<file path="src/rtl/swik_pkg.sv">
// Shared constants, register codes and arithmetic helpers of the swerve kinematics unit.
package swik_pkg;

    localparam int SPEED_BITS_DEF = 16;
    localparam int ANGLE_BITS_DEF = 16;

    localparam int CORDIC_N = 30;
    localparam int CW       = 33;
    localparam int ABW      = 30;
    localparam int SQW      = 60;
    localparam int MW       = 30;
    localparam int ABCD_MAX = 536870911;

    localparam logic signed [CW-1:0] CORDIC_K = 33'sd652032874;

    localparam logic [1:0] REG_HALF_LENGTH = 2'd0;
    localparam logic [1:0] REG_HALF_WIDTH  = 2'd1;
    localparam logic [1:0] REG_ROT_SCALE   = 2'd2;

    localparam logic [15:0] HALF_LENGTH_RST = 16'd2816;
    localparam logic [15:0] HALF_WIDTH_RST  = 16'd2816;
    localparam logic [15:0] ROT_SCALE_RST   = 16'd3277;

    // atan(2^-i) on a 32-bit turn
    function automatic logic [31:0] atan_step(input int i);
        logic [31:0] v;
        case (i)
            0:  v = 32'd536870912;
            1:  v = 32'd316933406;
            2:  v = 32'd167458907;
            3:  v = 32'd85004756;
            4:  v = 32'd42667331;
            5:  v = 32'd21354465;
            6:  v = 32'd10679838;
            7:  v = 32'd5340245;
            8:  v = 32'd2670163;
            9:  v = 32'd1335087;
            10: v = 32'd667544;
            11: v = 32'd333772;
            12: v = 32'd166886;
            13: v = 32'd83443;
            14: v = 32'd41722;
            15: v = 32'd20861;
            16: v = 32'd10430;
            17: v = 32'd5215;
            18: v = 32'd2608;
            19: v = 32'd1304;
            20: v = 32'd652;
            21: v = 32'd326;
            22: v = 32'd163;
            23: v = 32'd81;
            24: v = 32'd41;
            25: v = 32'd20;
            26: v = 32'd10;
            27: v = 32'd5;
            28: v = 32'd3;
            29: v = 32'd1;
            default: v = 32'd0;
        endcase
        return v;
    endfunction

    // round half away from zero, then drop s fraction bits
    function automatic logic signed [63:0] round_shift(input logic signed [63:0] v, input int s);
        logic [63:0] m;
        m = v[63] ? 64'(-v) : 64'(v);
        m = (m + (64'd1 << (s - 1))) >> s;
        return v[63] ? -$signed(m) : $signed(m);
    endfunction

endpackage

</file>
<file path="src/rtl/swik_vec_cell.sv">
// One CORDIC vectoring step of a wheel angle chain.
module swik_vec_cell #(
    parameter int STEP = 0
) (
    input  logic                               clk,
    input  logic                               adv,
    input  logic signed [swik_pkg::CW-1:0]     x_in,
    input  logic signed [swik_pkg::CW-1:0]     y_in,
    input  logic [31:0]                        z_in,
    output logic signed [swik_pkg::CW-1:0]     x_out,
    output logic signed [swik_pkg::CW-1:0]     y_out,
    output logic [31:0]                        z_out
);
    localparam int CW = swik_pkg::CW;
    localparam logic [31:0] ATAN = swik_pkg::atan_step(STEP);

    logic signed [CW-1:0] dx, dy, x_next, y_next;
    logic signed [CW-1:0] x_reg, y_reg;
    logic [31:0] z_next, z_reg;

    always_comb
    begin
        dx = y_in >>> STEP;
        dy = x_in >>> STEP;
        if (!y_in[CW-1])
        begin
            x_next = x_in + dx;
            y_next = y_in - dy;
            z_next = z_in + ATAN;
        end
        else
        begin
            x_next = x_in - dx;
            y_next = y_in + dy;
            z_next = z_in - ATAN;
        end
    end

    always_ff @(posedge clk)
    begin
        if (adv)
        begin
            x_reg <= x_next;
            y_reg <= y_next;
            z_reg <= z_next;
        end
    end

    assign x_out = x_reg;
    assign y_out = y_reg;
    assign z_out = z_reg;
endmodule

</file>
<file path="config.mk">
export PLATFORM = sky130hd
export DESIGN_NAME = swik_vec_cell
export DESIGN_NICKNAME = d
export VERILOG_FILES = /design/src/rtl/swik_pkg.sv /design/src/rtl/swik_vec_cell.sv
export SDC_FILE = /design/constraint.sdc
export NUM_CORES = 1
export LEC_CHECK = 0
export BUFFER_PORTS_ARGS = -buffer_cell sky130_fd_sc_hd__buf_4
export CORE_MARGIN = 8
export CORE_UTILIZATION = 43
export DETAILED_ROUTE_END_ITERATION = 10
export PLACE_DENSITY_LB_ADDON = 0.2
export SYNTH_ARGS = -nofsm -noshare
export SYNTH_HDL_FRONTEND = slang
export SYNTH_SLANG_ARGS = --single-unit
</file>
<file path="constraint.sdc">
create_clock -name clk -period 2.5 [get_ports clk]
set_input_delay 0.25 -clock clk [delete_from_list [all_inputs] [get_ports clk]]
set_output_delay 0.25 -clock clk [all_outputs]
set_load 0.02 [all_outputs]
</file>
==> reports/metrics.csv <==
metric,value,unit
hpwl,22500,um
synth_area_leaders,"edfxtp_1, ha_1, a21oi_1",
synthTopCellsByCount,"edfxtp_1, ha_1, inv_1, a21oi_1, nor2_1",
p_leak,5.72,nW
synthArstFlopShare,0,
status,"complete, no violations",
start_util,0.433,
internal_power,4.25,mW
antenna_found_initial,0,
end_kind,flip-flop,
n_antenna_cell,0,
seq_area_frac_synth,0.335,
cts_root_buffer,clkbuf_16,
io_pins,198,
layout-drive-gt1-share,0.387,
cpMostUsedCell,nor2b_4,
synth_cell_types,75,
fmax,401,MHz
path_class,input pin to flip-flop,
place.gp.congestion,0.923,
setup_slack,0.00829,ns
dpl_cell_area,11900,um2
cts_made_buffers,9,
placementRows,52,
avgSynthCellArea,8.98,um2
grt_max_degree,79,
min_period,2.49,ns
firstDrtPassIters,5,
synth-edff-count,97,
worst_path_max_delay_cell,fa_2,
slew_headroom,0.653,
grt_overflow_total,0,
netSwitchingPower,2.35,mW
setup_viol,0,
routed_wl,28100,um
synth_most_common_cell,edfxtp_1,
hold_class,input pin to flip-flop,
path_cells,"buf_4, ha_4, fa_2, nor2b_4, o211ai_4, a31oi_4, o21ai_4, o41ai_4, buf_6, a41oi_4, nor2b_4, o21ai_0, xnor2_1",
worst_hold_slack,0.0714,ns
whs_path_depth,1,
synthesis.nets,1167,
grt_pass1_wl,43500,um
post-place-ws,-0.542,ns
synth_top_area_share,0.335,
netlist_area,8680,um2
cts_tree,built,
synth_seq_cells,97,
grt_setup_unrepaired,yes,
yosysTopAreaCell,edfxtp_1,
crit_fanout,3,
wl_per_cell,17.6,um
tightest_slew,0.521,ns
pwr-share-comb,0.450,
switching_share,0.356,
cts.sinks,97,
startpoint_type,input pin,
die-area,25000,um2
hold_violations,0,
vias_per_cell,5.27,
die_h,158,um
min_from,z_in[12],
p_per_area,519,nW/um2
power_frac_seq,0.328,
drv_slew,0,
max_stage_delay,0.36,ns
yosys_warnings,0,
max-vdd-ir-drop,0.338,mV
arrival,2.57,ns
final_cell_area,12700,um2
die_w,158,um
cts_buffer_depth,2,
utilization,0.634,
path_delay_family,compound AO/OA/AOI/OAI gates,
drc,0,
postRouteAntennaNets,0,
setup_tns,0,ns
cp.required,2.58,ns
final_nets,1523,
drv_cap,0,
vias,8419,
drtIter0Drc,674,
areaGrowthSynthToFinish,46.4,%
critPathBufInv,2,
synth_cells,967,
clkPwrFrac,0.223,
synthFlopType,edfxtp_1,
core_area,20000,um2
htree_levels,3,
path_clk_slew,0.07,ns
grt_pass1_vias,8395,
track_usage,0.220,
holdPathEnd,z_out[12],
period_share,0.997,
portBuffers,197,
## sequential cells by signal, summed over array words and instances (netlist names)
name and count:
x_out 33, y_out 32, z_out 32
## area by class of cell
type	count	area (um2)
Fill cell	1751	7320
Inverter	100	388
Timing Repair Buffer	394	3030
Tap cell	270	338
Clock buffer	10	229
Clock inverter	6	76.3
Sequential cell	97	2910
Multi-Input combinational cell	721	5740
## cell families (layout without fill, tap and decap cells)
family / count (synthesis) / after routing / share of synthesized area
AOI/OAI and AO/OA: 296 / 296 / 0.232
and+or+nand+nor: 248 / 248 / 0.136
buffers and inverters: 149 / 510 / 0.0696
adders and majority gates: 100 / 100 / 0.148
DFF: 97 / 97 / 0.335
xor gates and xnor gates: 61 / 61 / 0.0615
muxes: 16 / 16 / 0.0186
## placed cells by master, fill, tap and decap left out, types with 5 or more instances in the layout
cell type	Yosys	routed
a21o_1	22	22
buf_6	2	5
xor2_1	9	9
buf_4	5	384
o31ai_1	8	8
a21oi_1	92	85
xnor2_1	52	51
nor4_1	5	5
o21ai_0	49	45
o21ai_1	8	11
edfxtp_1	97	97
o21a_1	8	6
nor2b_1	12	10
nand3_1	17	16
clkbuf_16	0	9
o21bai_1	22	21
nand4_1	9	9
inv_2	2	8
or3_1	8	7
and3_1	8	7
mux2i_1	15	15
nand2b_1	15	14
ha_4	0	14
nor3_1	19	18
a211oi_1	16	10
a21oi_2	3	9
ha_1	96	78
nor2_1	90	88
nand2_1	48	46
inv_1	93	85
o211ai_1	11	11
## how the worst max path moves through the flow
stage | start | to | cells after the start
after floorplan | x_in[2] | x_out[16] | 11
after global placement | x_in[2] | x_out[29] | 13
after detailed placement | x_in[3] | y_out[28] | 13
after CTS | x_in[3] | y_out[24] | 12
after global routing | x_in[1] | y_out[31] | 13
final | y_in[0] | x_out[28] | 13
## timing repair
item	CTS	global route
gates resized for setup	28	65
setup buffers	1	13
pin swaps	5	33
gates cloned	0	0
endpoints found under the setup margin	24	25
hold buffers	0	0
## layer usage
layer / part of all wire / global-route usage
met1: 0.46 / 0.294
met2: 0.45 / 0.355
met3: 0.072 / 0.0333
met4: 0.021 / 0.0745
met5: 0 / 0
## power by group through the flow
stage,logic [mW],clock network (mW),registers [mW]
2_1_floorplan,1.23,0,2.49
3_3_place_gp,2.74,0,2.20
3_5_place_dp,2.75,0,2.20
4_1_cts,2.82,1.50,2.17
5_1_grt,3.18,1.56,2.19
6_report,2.97,1.47,2.16
## per-stage QoR
stage,cells,power [mW]
after floorplan,967,3.72
after global placement,1568,4.94
after detailed placement,1568,4.96
after CTS,1585,6.50
after global routing,1598,6.93
final,1598,6.60
No activity file was read; power rests on OpenSTA's default activity.
