[src/rtl/swik_pkg.sv]
// Shared constants, register codes and arithmetic helpers of the swerve kinematics unit.
package swik_pkg;

    localparam int SPEED_BITS_DEF = 16;
    localparam int ANGLE_BITS_DEF = 16;

    localparam int CORDIC_N = 30;
    localparam int CW       = 33;
    localparam int ABW      = 30;
    localparam int SQW      = 60;
    localparam int MW       = 30;
    localparam int ABCD_MAX = 536870911;

    localparam logic signed [CW-1:0] CORDIC_K = 33'sd652032874;

    localparam logic [1:0] REG_HALF_LENGTH = 2'd0;
    localparam logic [1:0] REG_HALF_WIDTH  = 2'd1;
    localparam logic [1:0] REG_ROT_SCALE   = 2'd2;

    localparam logic [15:0] HALF_LENGTH_RST = 16'd2816;
    localparam logic [15:0] HALF_WIDTH_RST  = 16'd2816;
    localparam logic [15:0] ROT_SCALE_RST   = 16'd3277;

    // atan(2^-i) on a 32-bit turn
    function automatic logic [31:0] atan_step(input int i);
        logic [31:0] v;
        case (i)
            0:  v = 32'd536870912;
            1:  v = 32'd316933406;
            2:  v = 32'd167458907;
            3:  v = 32'd85004756;
            4:  v = 32'd42667331;
            5:  v = 32'd21354465;
            6:  v = 32'd10679838;
            7:  v = 32'd5340245;
            8:  v = 32'd2670163;
            9:  v = 32'd1335087;
            10: v = 32'd667544;
            11: v = 32'd333772;
            12: v = 32'd166886;
            13: v = 32'd83443;
            14: v = 32'd41722;
            15: v = 32'd20861;
            16: v = 32'd10430;
            17: v = 32'd5215;
            18: v = 32'd2608;
            19: v = 32'd1304;
            20: v = 32'd652;
            21: v = 32'd326;
            22: v = 32'd163;
            23: v = 32'd81;
            24: v = 32'd41;
            25: v = 32'd20;
            26: v = 32'd10;
            27: v = 32'd5;
            28: v = 32'd3;
            29: v = 32'd1;
            default: v = 32'd0;
        endcase
        return v;
    endfunction

    // round half away from zero, then drop s fraction bits
    function automatic logic signed [63:0] round_shift(input logic signed [63:0] v, input int s);
        logic [63:0] m;
        m = v[63] ? 64'(-v) : 64'(v);
        m = (m + (64'd1 << (s - 1))) >> s;
        return v[63] ? -$signed(m) : $signed(m);
    endfunction

endpackage

[src/rtl/swik_div_cell.sv]
// One restoring division step of the speed normalization.
module swik_div_cell #(
    parameter int SPEED_BITS = swik_pkg::SPEED_BITS_DEF
) (
    input  logic                         clk,
    input  logic                         adv,
    input  logic [swik_pkg::MW-1:0]      rem_in,
    input  logic [SPEED_BITS-1:0]        lo_in,
    input  logic [swik_pkg::MW-1:0]      div_in,
    output logic [swik_pkg::MW-1:0]      rem_out,
    output logic [SPEED_BITS-1:0]        lo_out
);
    localparam int MW = swik_pkg::MW;

    logic [MW:0]           trial;
    logic                  ge;
    logic [MW-1:0]         rem_next, rem_reg;
    logic [SPEED_BITS-1:0] lo_next, lo_reg;

    always_comb
    begin
        trial    = {rem_in, lo_in[SPEED_BITS-1]};
        ge       = trial >= {1'b0, div_in};
        rem_next = ge ? MW'(trial - {1'b0, div_in}) : MW'(trial);
        lo_next  = {lo_in[SPEED_BITS-2:0], ge};
    end

    always_ff @(posedge clk)
    begin
        if (adv)
        begin
            rem_reg <= rem_next;
            lo_reg  <= lo_next;
        end
    end

    assign rem_out = rem_reg;
    assign lo_out  = lo_reg;
endmodule

[config.mk]
export PLATFORM = sky130hd
export DESIGN_NAME = swik_div_cell
export DESIGN_NICKNAME = d
export VERILOG_FILES = /design/src/rtl/swik_pkg.sv /design/src/rtl/swik_div_cell.sv
export SDC_FILE = /design/constraint.sdc
export NUM_CORES = 1
export LEC_CHECK = 0
export BUFFER_PORTS_ARGS = -buffer_cell sky130_fd_sc_hd__buf_2
export CAP_MARGIN = 20
export CORE_MARGIN = 2
export CORE_UTILIZATION = 35
export CTS_BUF_LIST = sky130_fd_sc_hd__clkbuf_4 sky130_fd_sc_hd__clkbuf_8
export CTS_CLUSTER_DIAMETER = 200
export CTS_CLUSTER_SIZE = 10
export DETAILED_ROUTE_END_ITERATION = 10
export PLACE_DENSITY = 0.68
export SYNTH_ARGS = -nofsm -noshare
export SYNTH_HDL_FRONTEND = slang
export SYNTH_SLANG_ARGS = --single-unit
[constraint.sdc]
create_clock -name clk -period 4.2 [get_ports clk]
set_input_delay 0.21 -clock clk [delete_from_list [all_inputs] [get_ports clk]]
set_output_delay 0.21 -clock clk [all_outputs]
set_load 0.05 [all_outputs]
==> metrics.md <==
| Metric | Value |
|---|---|
| Status | `complete, no violations` |
| Ant. Diodes | `0` |
| Hold path depth | `1` |
| Post-synthesis async set-or-reset flop share | `0` |
| Final min period | `3120 ps` |
| Flip-flop and latch area | `1380 um^2` |
| Worst EP required | `4260 ps` |
| Worst path arrival time | `3180 ps` |
| Initial antenna violation count | `0` |
| First-pass GRT wire length | `~15000 um` |
| Gate power share | `0.418` |
| Syn_nets | `502` |
| Htree depth | `2` |
| Die width | `around 110 um` |
| Total GRT Usage | `0.163` |
| Longest Clk Path Bufs | `2` |
| Vias per Instance | `about 5` |
| Register share of total power | `0.371` |
| Total grt overflow | `0` |
| Hold Path Class | `in -> reg` |
| First-pass detailed-route iteration total | `4` |
| Via count | `3282` |
| Vias in the first global route | `3211` |
| Fin util | `0.433` |
| Static Leak | `2.06 nW` |
| Starting density of the core | `0.360` |
| #FFs+latches synth | `46` |
| Slowest CP cell | `a21oi_4` |
| Clock root buffer | `clkbuf_8` |
| Count leader, synth | `nand2_1` |
| Worst-Margin Slew | `1030 ps` |
| WL per Instance | `14.5 um` |
| Top area cells in the synthesized netlist | `edfxtp_1 (37%), ha_1 (10%), nand2_1 (4.8%)` |
| Hold worst-path end | `lo_out[2]` |
| Max Clock Freq | `320 MHz` |
| Sw frac | `0.394` |
| Synth top area share | `0.373` |
| ANT nets after route | `0` |
| PostCTS Resize Cnt | `0` |
| Hpwl dp | `7470 um` |
| Total negative slack | `0 ps` |
| Post-CTS Setup Inserts | `0` |
| Num rows | `37` |
| Setup-failing EPs final | `0` |
| Area growth from synthesis to layout | `20.1%` |
| Worst setup EP type | `flip-flop` |
| # clock sinks | `46` |
| Post-synth EDFFs | `46` |
| CP cell instances | `buf_2, ha_1, a2111oi_1, o21ai_1, a41oi_2, o311a_1, o211ai_2, a21oi_4, inv_1, mux2_2` |
| Synth unique cells | `69` |
| Nets | `615` |
| Num ports | `124` |
| Seq/Total Area, Yosys | `0.373` |
| Total CTS buffers | `5` |
| Synth warnings | `0` |
| Netlist Area Pre-Place | `3700 um^2` |
| Final Max Slew Viols | `0` |
| Critical path's largest stage delay | `720 ps` |
| Total wire length | `9340 um` |
| Die height | `107 um` |
| DRC viols | `0` |
| Input/output buffers | `123` |
| Total power per unit cell area | `~360 nW/um^2` |
| Worst IR Drop VDD | `165 uV` |
| CTS tree | `built` |
| Final Cycle Share | `0.743` |
| Endpoints failing hold | `0` |
| Primary FF master, synth | `edfxtp_1` |
| Full die area | `11400 um^2` |
| Synth cell count leaders | `nand2_1 (47), edfxtp_1 (46), inv_1 (39)` |
| WP buf/inv | `2` |
| Core area | `10300 um^2` |
| Layout cells sized above 1 | `0.302` |
| Area of the multi-input gates | `2010 um^2` |
| Gate Count Post-Synth | `393` |
| Internal power | `about 0.98 mW` |
| Crit path max-delay family | `compound AO/OA/AOI/OAI gates` |
| Switching power | `0.635 mW` |
| # hold bufs at CTS | `0` |
| Crit Path Category | `in -> reg` |
| Relative slew slack | `0.310` |
| Mapped Avg Cell Area | `between 9 and 10 um^2` |
| Hold Startpoint | `lo_in[1]` |
| Crit path max fanout | `37` |
| Worst-path clk slew | `about 90 ps` |
| # fillers | `~1100` |
| CP startpoint kind | `input port` |
| Max Cap Viol | `0` |
| Unrepaired setup endpoints after global routing | `false` |
| Largest net degree at the start of global routing | `47` |
| Clock power share | `0.211` |
| Cell taking the most area after synthesis | `edfxtp_1` |
| Placer Congestion | `0.880` |
| Drt initial violations | `187` |
power groups by stage:
stage	combinational (mW)	sequential, mW	clock (mW)
global route	0.730	0.604	0.363
global placement	0.667	0.608	0
floorplan	0.308	0.821	0
finish	0.674	0.599	0.339
detailed placement	0.672	0.610	0
CTS	0.675	0.600	0.349
metal layers:
metal,part of all wire,track usage
met5,0,0
met4,0.017,0.0501
met3,0.071,0.0365
met2,0.45,0.264
met1,0.46,0.217
how the worst max path moves through the flow:
stage                             end  cells after the start       start
final                     rem_out[16]                     10  rem_in[17]
after global routing      rem_out[16]                     10  rem_in[17]
after CTS                 rem_out[16]                     10  rem_in[17]
after detailed placement  rem_out[16]                     10  rem_in[17]
after global placement    rem_out[16]                     10  rem_in[17]
after floorplan           rem_out[24]                     11   lo_in[15]
stage by stage:
step / instance area, um^2 / power [mW] / instances / hold WS [ps] / setup slack (ps)
final: 4450 / 1.61 / 643 / 86.4 / 1080
after floorplan: 3700 / 1.13 / 393 / 309 / 1610
after detailed placement: 4330 / 1.28 / 635 / 389 / 771
after global routing: 4450 / 1.70 / 643 / 71.1 / 899
after CTS: 4450 / 1.62 / 643 / 76.3 / 1110
after global placement: 4330 / 1.27 / 635 / 389 / 882
cell type report:
type	instances	area share
clock inverters	2	0.00844
repair buffers	124	0.140
inverters	39	0.0329
multi-input cells	290	0.452
well taps	136	0.0383
flip-flops and latches	46	0.311
clock buffers	6	0.0172
state kept, by name, indices dropped and copies added, names as in the netlist:
| signal | flops |
|---|---|
| lo_out | 16 |
| rem_out | 30 |
placed cells by master (no fill, tap or decap), drive strengths merged, types with 3 or more instances in the layout:
master,n
a31oi,6
nor3,4
and3,4
a211oi,3
o31ai,3
nand2b,6
edfxtp,46
nand3,5
o21bai,5
or2,5
xnor2,11
buf,124
xor2,12
inv,39
nor4,3
nor2b,3
a21o,18
nor2,10
o211ai,3
ha,30
clkbuf,6
nand2,47
a2111oi,3
a21oi,29
o21ai,44
nand4,6
logic make-up after synthesis:
logic type	Yosys count	synth area share
AO/OA/AOI/OAI	131	0.237
XOR/XNOR	23	0.0544
adder cells (fa/ha/maj)	31	0.107
buffers and inverters	57	0.0838
flip-flops	46	0.373
multiplexers	2	0.00575
AND/OR/NAND/NOR	103	0.139
Power figures use the tool's default switching activity.
