## config.mk

```make
export PLATFORM = sky130hd
export DESIGN_NAME = swik_sqrt_cell
export DESIGN_NICKNAME = d
export VERILOG_FILES = /design/src/rtl/swik_pkg.sv /design/src/rtl/swik_sqrt_cell.sv
export SDC_FILE = /design/constraint.sdc
export NUM_CORES = 1
export LEC_CHECK = 0
export ABC_CLOCK_PERIOD_IN_PS = 3100
export BUFFER_PORTS_ARGS = -buffer_cell sky130_fd_sc_hd__buf_2
export CORE_MARGIN = 3
export CORE_UTILIZATION = 48
export CTS_CLUSTER_SIZE = 40
export DETAILED_ROUTE_END_ITERATION = 10
export GPL_ROUTABILITY_DRIVEN = 0
export GPL_TIMING_DRIVEN = 0
export PLACE_DENSITY = 0.85
export SYNTH_ARGS = -nofsm -noshare
export SYNTH_HDL_FRONTEND = slang
export SYNTH_SLANG_ARGS = --single-unit
```

## constraint.sdc

```tcl
create_clock -name clk -period 3.1 [get_ports clk]
set_clock_uncertainty 0.2 [all_clocks]
set_input_delay 0.465 -clock clk [delete_from_list [all_inputs] [get_ports clk]]
set_output_delay 0.465 -clock clk [all_outputs]
set_load 0.02 [all_outputs]
```

## src/rtl/swik_pkg.sv

```systemverilog
// Shared constants, register codes and arithmetic helpers of the swerve kinematics unit.
package swik_pkg;

    localparam int SPEED_BITS_DEF = 16;
    localparam int ANGLE_BITS_DEF = 16;

    localparam int CORDIC_N = 30;
    localparam int CW       = 33;
    localparam int ABW      = 30;
    localparam int SQW      = 60;
    localparam int MW       = 30;
    localparam int ABCD_MAX = 536870911;

    localparam logic signed [CW-1:0] CORDIC_K = 33'sd652032874;

    localparam logic [1:0] REG_HALF_LENGTH = 2'd0;
    localparam logic [1:0] REG_HALF_WIDTH  = 2'd1;
    localparam logic [1:0] REG_ROT_SCALE   = 2'd2;

    localparam logic [15:0] HALF_LENGTH_RST = 16'd2816;
    localparam logic [15:0] HALF_WIDTH_RST  = 16'd2816;
    localparam logic [15:0] ROT_SCALE_RST   = 16'd3277;

    // atan(2^-i) on a 32-bit turn
    function automatic logic [31:0] atan_step(input int i);
        logic [31:0] v;
        case (i)
            0:  v = 32'd536870912;
            1:  v = 32'd316933406;
            2:  v = 32'd167458907;
            3:  v = 32'd85004756;
            4:  v = 32'd42667331;
            5:  v = 32'd21354465;
            6:  v = 32'd10679838;
            7:  v = 32'd5340245;
            8:  v = 32'd2670163;
            9:  v = 32'd1335087;
            10: v = 32'd667544;
            11: v = 32'd333772;
            12: v = 32'd166886;
            13: v = 32'd83443;
            14: v = 32'd41722;
            15: v = 32'd20861;
            16: v = 32'd10430;
            17: v = 32'd5215;
            18: v = 32'd2608;
            19: v = 32'd1304;
            20: v = 32'd652;
            21: v = 32'd326;
            22: v = 32'd163;
            23: v = 32'd81;
            24: v = 32'd41;
            25: v = 32'd20;
            26: v = 32'd10;
            27: v = 32'd5;
            28: v = 32'd3;
            29: v = 32'd1;
            default: v = 32'd0;
        endcase
        return v;
    endfunction

    // round half away from zero, then drop s fraction bits
    function automatic logic signed [63:0] round_shift(input logic signed [63:0] v, input int s);
        logic [63:0] m;
        m = v[63] ? 64'(-v) : 64'(v);
        m = (m + (64'd1 << (s - 1))) >> s;
        return v[63] ? -$signed(m) : $signed(m);
    endfunction

endpackage

```

## src/rtl/swik_sqrt_cell.sv

```systemverilog
// One digit step of the integer square root that forms a wheel speed.
module swik_sqrt_cell #(
    parameter int STEP = 0
) (
    input  logic                          clk,
    input  logic                          adv,
    input  logic [swik_pkg::SQW-1:0]      n_in,
    input  logic [swik_pkg::SQW-1:0]      r_in,
    output logic [swik_pkg::SQW-1:0]      n_out,
    output logic [swik_pkg::SQW-1:0]      r_out
);
    localparam int SQW = swik_pkg::SQW;
    localparam logic [SQW-1:0] BIT =
        SQW'(1) << (2 * (swik_pkg::CORDIC_N - 1) - 2 * STEP);

    logic [SQW-1:0] trial, n_next, r_next, n_reg, r_reg;

    always_comb
    begin
        trial = r_in + BIT;
        if (n_in >= trial)
        begin
            n_next = n_in - trial;
            r_next = (r_in >> 1) + BIT;
        end
        else
        begin
            n_next = n_in;
            r_next = r_in >> 1;
        end
    end

    always_ff @(posedge clk)
    begin
        if (adv)
        begin
            n_reg <= n_next;
            r_reg <= r_next;
        end
    end

    assign n_out = n_reg;
    assign r_out = r_reg;
endmodule

```

==> impl_metrics.py <==
metrics = {
    "global_routing": {
        "antenna_found_initial": 6,
        "grt_pass1_wl_mm": 38.38,
        "grt_use_total": 0.2628,
        "grt_overflow": 0,
        "grt_start_max_net_pins": 71,
        "grt_pass1_vias": 7624,
    },
    "timing": {
        "fin_crit_sh": 1.019,
        "finalSetupViolations": 18,
        "hold_slack_ps": 27.63,
        "fin_crit_ps": 3159,
        "rsz0062_at_grt": "true",
        "worst_pin_slew_ps": 779.0,
        "setup_ws_ps": -59.40,
        "final_hold_viol_count": 0,
        "max-slew-margin-rel": 0.4767,
        "finalMaxSlewViolations": 0,
        "max_freq_mhz": 316.5,
    },
    "final_layout": {
        "design_area_um2": 11550,
        "syn_to_final_growth_pct": 39.78,
        "layout.nets": 1333,
        "drive_gt1_frac": 0.3852,
    },
    "clock_network": {
        "cts.sinks": 120,
        "clockBufferDepth": 2,
        "cts_root_buf": "clkbuf_16",
        "hold_buffers": 0,
        "cts_made_buffers": 17,
        "cts_tree": "built",
        "path_clk_slew_ps": 60,
        "h-tree-depth": 4,
    },
    "pwr": {
        "internal-power_mw": 4.395,
        "seqPwrFrac": 0.321,
        "power_frac_clock": 0.339,
        "p_switching_mw": 2.068,
        "p_per_area_nw_per_um2": 559.8,
        "vdd_ir_drop_max_mv": 0.4322,
        "pwr-share-comb": 0.340,
        "leakagePower_nw": 5.085,
        "p_sw_frac": 0.3200,
    },
    "die": {
        "ios": 242,
        "die_h_um": 137.2,
        "initial_utilization": 0.4946,
        "die_w_um": 137.2,
        "die-area_um2": 18820,
        "rows": 47,
        "coreArea_um2": 16700,
    },
    "logic_synthesis": {
        "synth.distinct_cells": 68,
        "yosys_warnings": 0,
        "synth_nets": 1051,
        "synthTopCellsByArea": "edfxtp_1 44%, ha_1 9.1%, a21oi_1 6.6%, nor2_1 3.8%, inv_1 3.5%",
        "synthFlopType": "edfxtp_1",
        "synth.most_common_cell": "edfxtp_1",
        "syn_avg_cell_area_um2": 9.517,
        "synth_cells": 868,
        "yosysTopAreaCellShare": 0.4362,
        "synth_area_um2": 8260,
        "synth_async_sr_flop_share": 0,
        "yosys-top-cells-count": "120 x edfxtp_1, 109 x a21oi_1, 84 x nor2_1, 78 x inv_1, 60 x ha_1",
        "ys_seq_area_frac": 0.4362,
        "synth_edf_count": 120,
        "synth_top_area_cell": "edfxtp_1",
        "yosys_register_bits": 120,
    },
    "drt": {
        "totalWireLength_mm": 27.61,
        "wl_per_cell_um": 19.92,
        "first_iter_violations": 1008,
        "antenna_left": 0,
        "via_count": 8334,
        "drc": 0,
        "via_per_inst": 6.013,
        "dr.pass1.iters": 5,
    },
    "critical_path": {
        "slowest_delay_ps": 460,
        "crit_slowest_cell": "a2111oi_4",
        "crit_cells": 13,
        "critPathTopFamily": "compound AO/OA/AOI/OAI gates",
        "required_ps": 3070,
        "path_buf_inv": 3,
        "crit_path_start_kind": "primary input",
        "end_kind": "register",
        "path_cells": "buf_2, ha_4, a21o_1, a21o_1, a2111oi_4, o2111ai_4, nand3b_1, a21oi_4, or2_4, clkbuf_16, clkbuf_16, nor2_2, a21oi_2",
        "path_max_fanout": 6,
        "crit_type": "primary input to register",
        "arrival_ps": 3130,
    },
    "hold_path": {
        "hold_depth": 1,
        "hold_path.class": "primary input to register",
    },
    "place": {
        "dp.final_hpwl_mm": 18.73,
        "place_ws_ps": -1098,
        "placed_cell_area_um2": 9799,
        "port-buffer-count": 241,
    },
    "outcome": {
        "violations": "negative setup slack",
        "status": "finished, violations left",
    },
    "run": {
        "cap_violations": 0,
    },
}
## power by group through the flow
stage | combinational (mW) | clock, mW | sequential, mW
final | 2.20 | 2.19 | 2.08
after global routing | 2.33 | 2.29 | 2.09
after CTS | 1.81 | 2.21 | 2.08
after detailed placement | 1.71 | 0 | 2.11
after global placement | 1.67 | 0 | 2.11
after floorplan | 0.874 | 0 | 2.37
## layout make-up
type                       instances  area, um2
clock inverter                    11      201.4
fill                            1199       5155
antenna                            3      7.507
inverter                          78      295.3
clock buffer                      21      440.4
tap                              220      275.3
buffer                            27      281.5
timing repair buffer             275       1668
multi-input combinational        631       4773
sequential                       120       3603
## registers in the layout, summed over array words and instances (netlist names)
register  flops
r_out        60
n_out        60
## stage by stage
step | TNS, ps | total power, mW | cells | utilization
finish | -283.6 | 6.463 | 1386 | 0.6913
global route | -4144 | 6.713 | 1386 | 0.6913
CTS | -140.7 | 6.099 | 1366 | 0.6403
detailed placement | -55070 | 3.813 | 1330 | 0.5868
global placement | -51700 | 3.773 | 1329 | 0.5850
floorplan | -620.8 | 3.247 | 868 | -
## layer usage
metal,track usage,wire length [um],vias up
met5,0,40,-
met4,0.1125,1393,6
met3,0.08692,2974,140
met2,0.4074,12700,563
met1,0.3373,10500,3858
li1,-,-,3767
## path summary, 6_finish.rpt
| path | startpoint | end |
|---|---|---|
| worst max-delay path | n_in[21] | n_out[22] |
| worst min-delay path | r_in[16] | r_out[15] |
## cell usage in the layout, fill, tap and decap left out, drive strengths merged, types with 2 or more instances in the layout
cell type | Yosys | final
nor4 | 6 | 6
nor2 | 86 | 86
bufinv | 0 | 6
and4 | 4 | 4
a21o | 39 | 39
or4 | 2 | 2
clkinv | 0 | 5
buf | 13 | 281
or2 | 3 | 3
nand4 | 26 | 26
a2bb2oi | 2 | 2
a2111oi | 2 | 2
o211a | 2 | 2
a221oi | 5 | 5
edfxtp | 120 | 120
nand3b | 4 | 4
xnor2 | 31 | 31
a31oi | 7 | 7
nand3 | 14 | 14
o2111ai | 3 | 3
diode | 0 | 3
inv | 78 | 78
nor2b | 4 | 4
nand2 | 51 | 51
ha | 60 | 60
a21boi | 3 | 3
a211oi | 9 | 9
o21a | 5 | 5
o21ai | 51 | 51
nand2b | 4 | 4
o211ai | 4 | 4
a21oi | 110 | 110
o31ai | 8 | 8
nor3 | 16 | 16
a41o | 2 | 2
and2 | 4 | 4
o21bai | 20 | 20
clkbuf | 26 | 42
and3 | 10 | 10
xor2 | 18 | 18
## timing repair
item                                    CTS  global route
pin swaps                                16            28
endpoints found under the setup margin   62            62
gates resized for setup                  53           155
buffers inserted                         10            16
gates cloned                              1             8
## cells by family after synthesis
kind of cell / count (synthesis) / share of synthesized area
compound gates: 282 / 0.2211
xor+xnor: 49 / 0.05195
fa+ha+maj: 61 / 0.09331
buf+inv: 117 / 0.05665
flops: 120 / 0.4362
mux: 1 / 0.001363
simple gates: 238 / 0.1394
(Power assumes the default switching activity.)
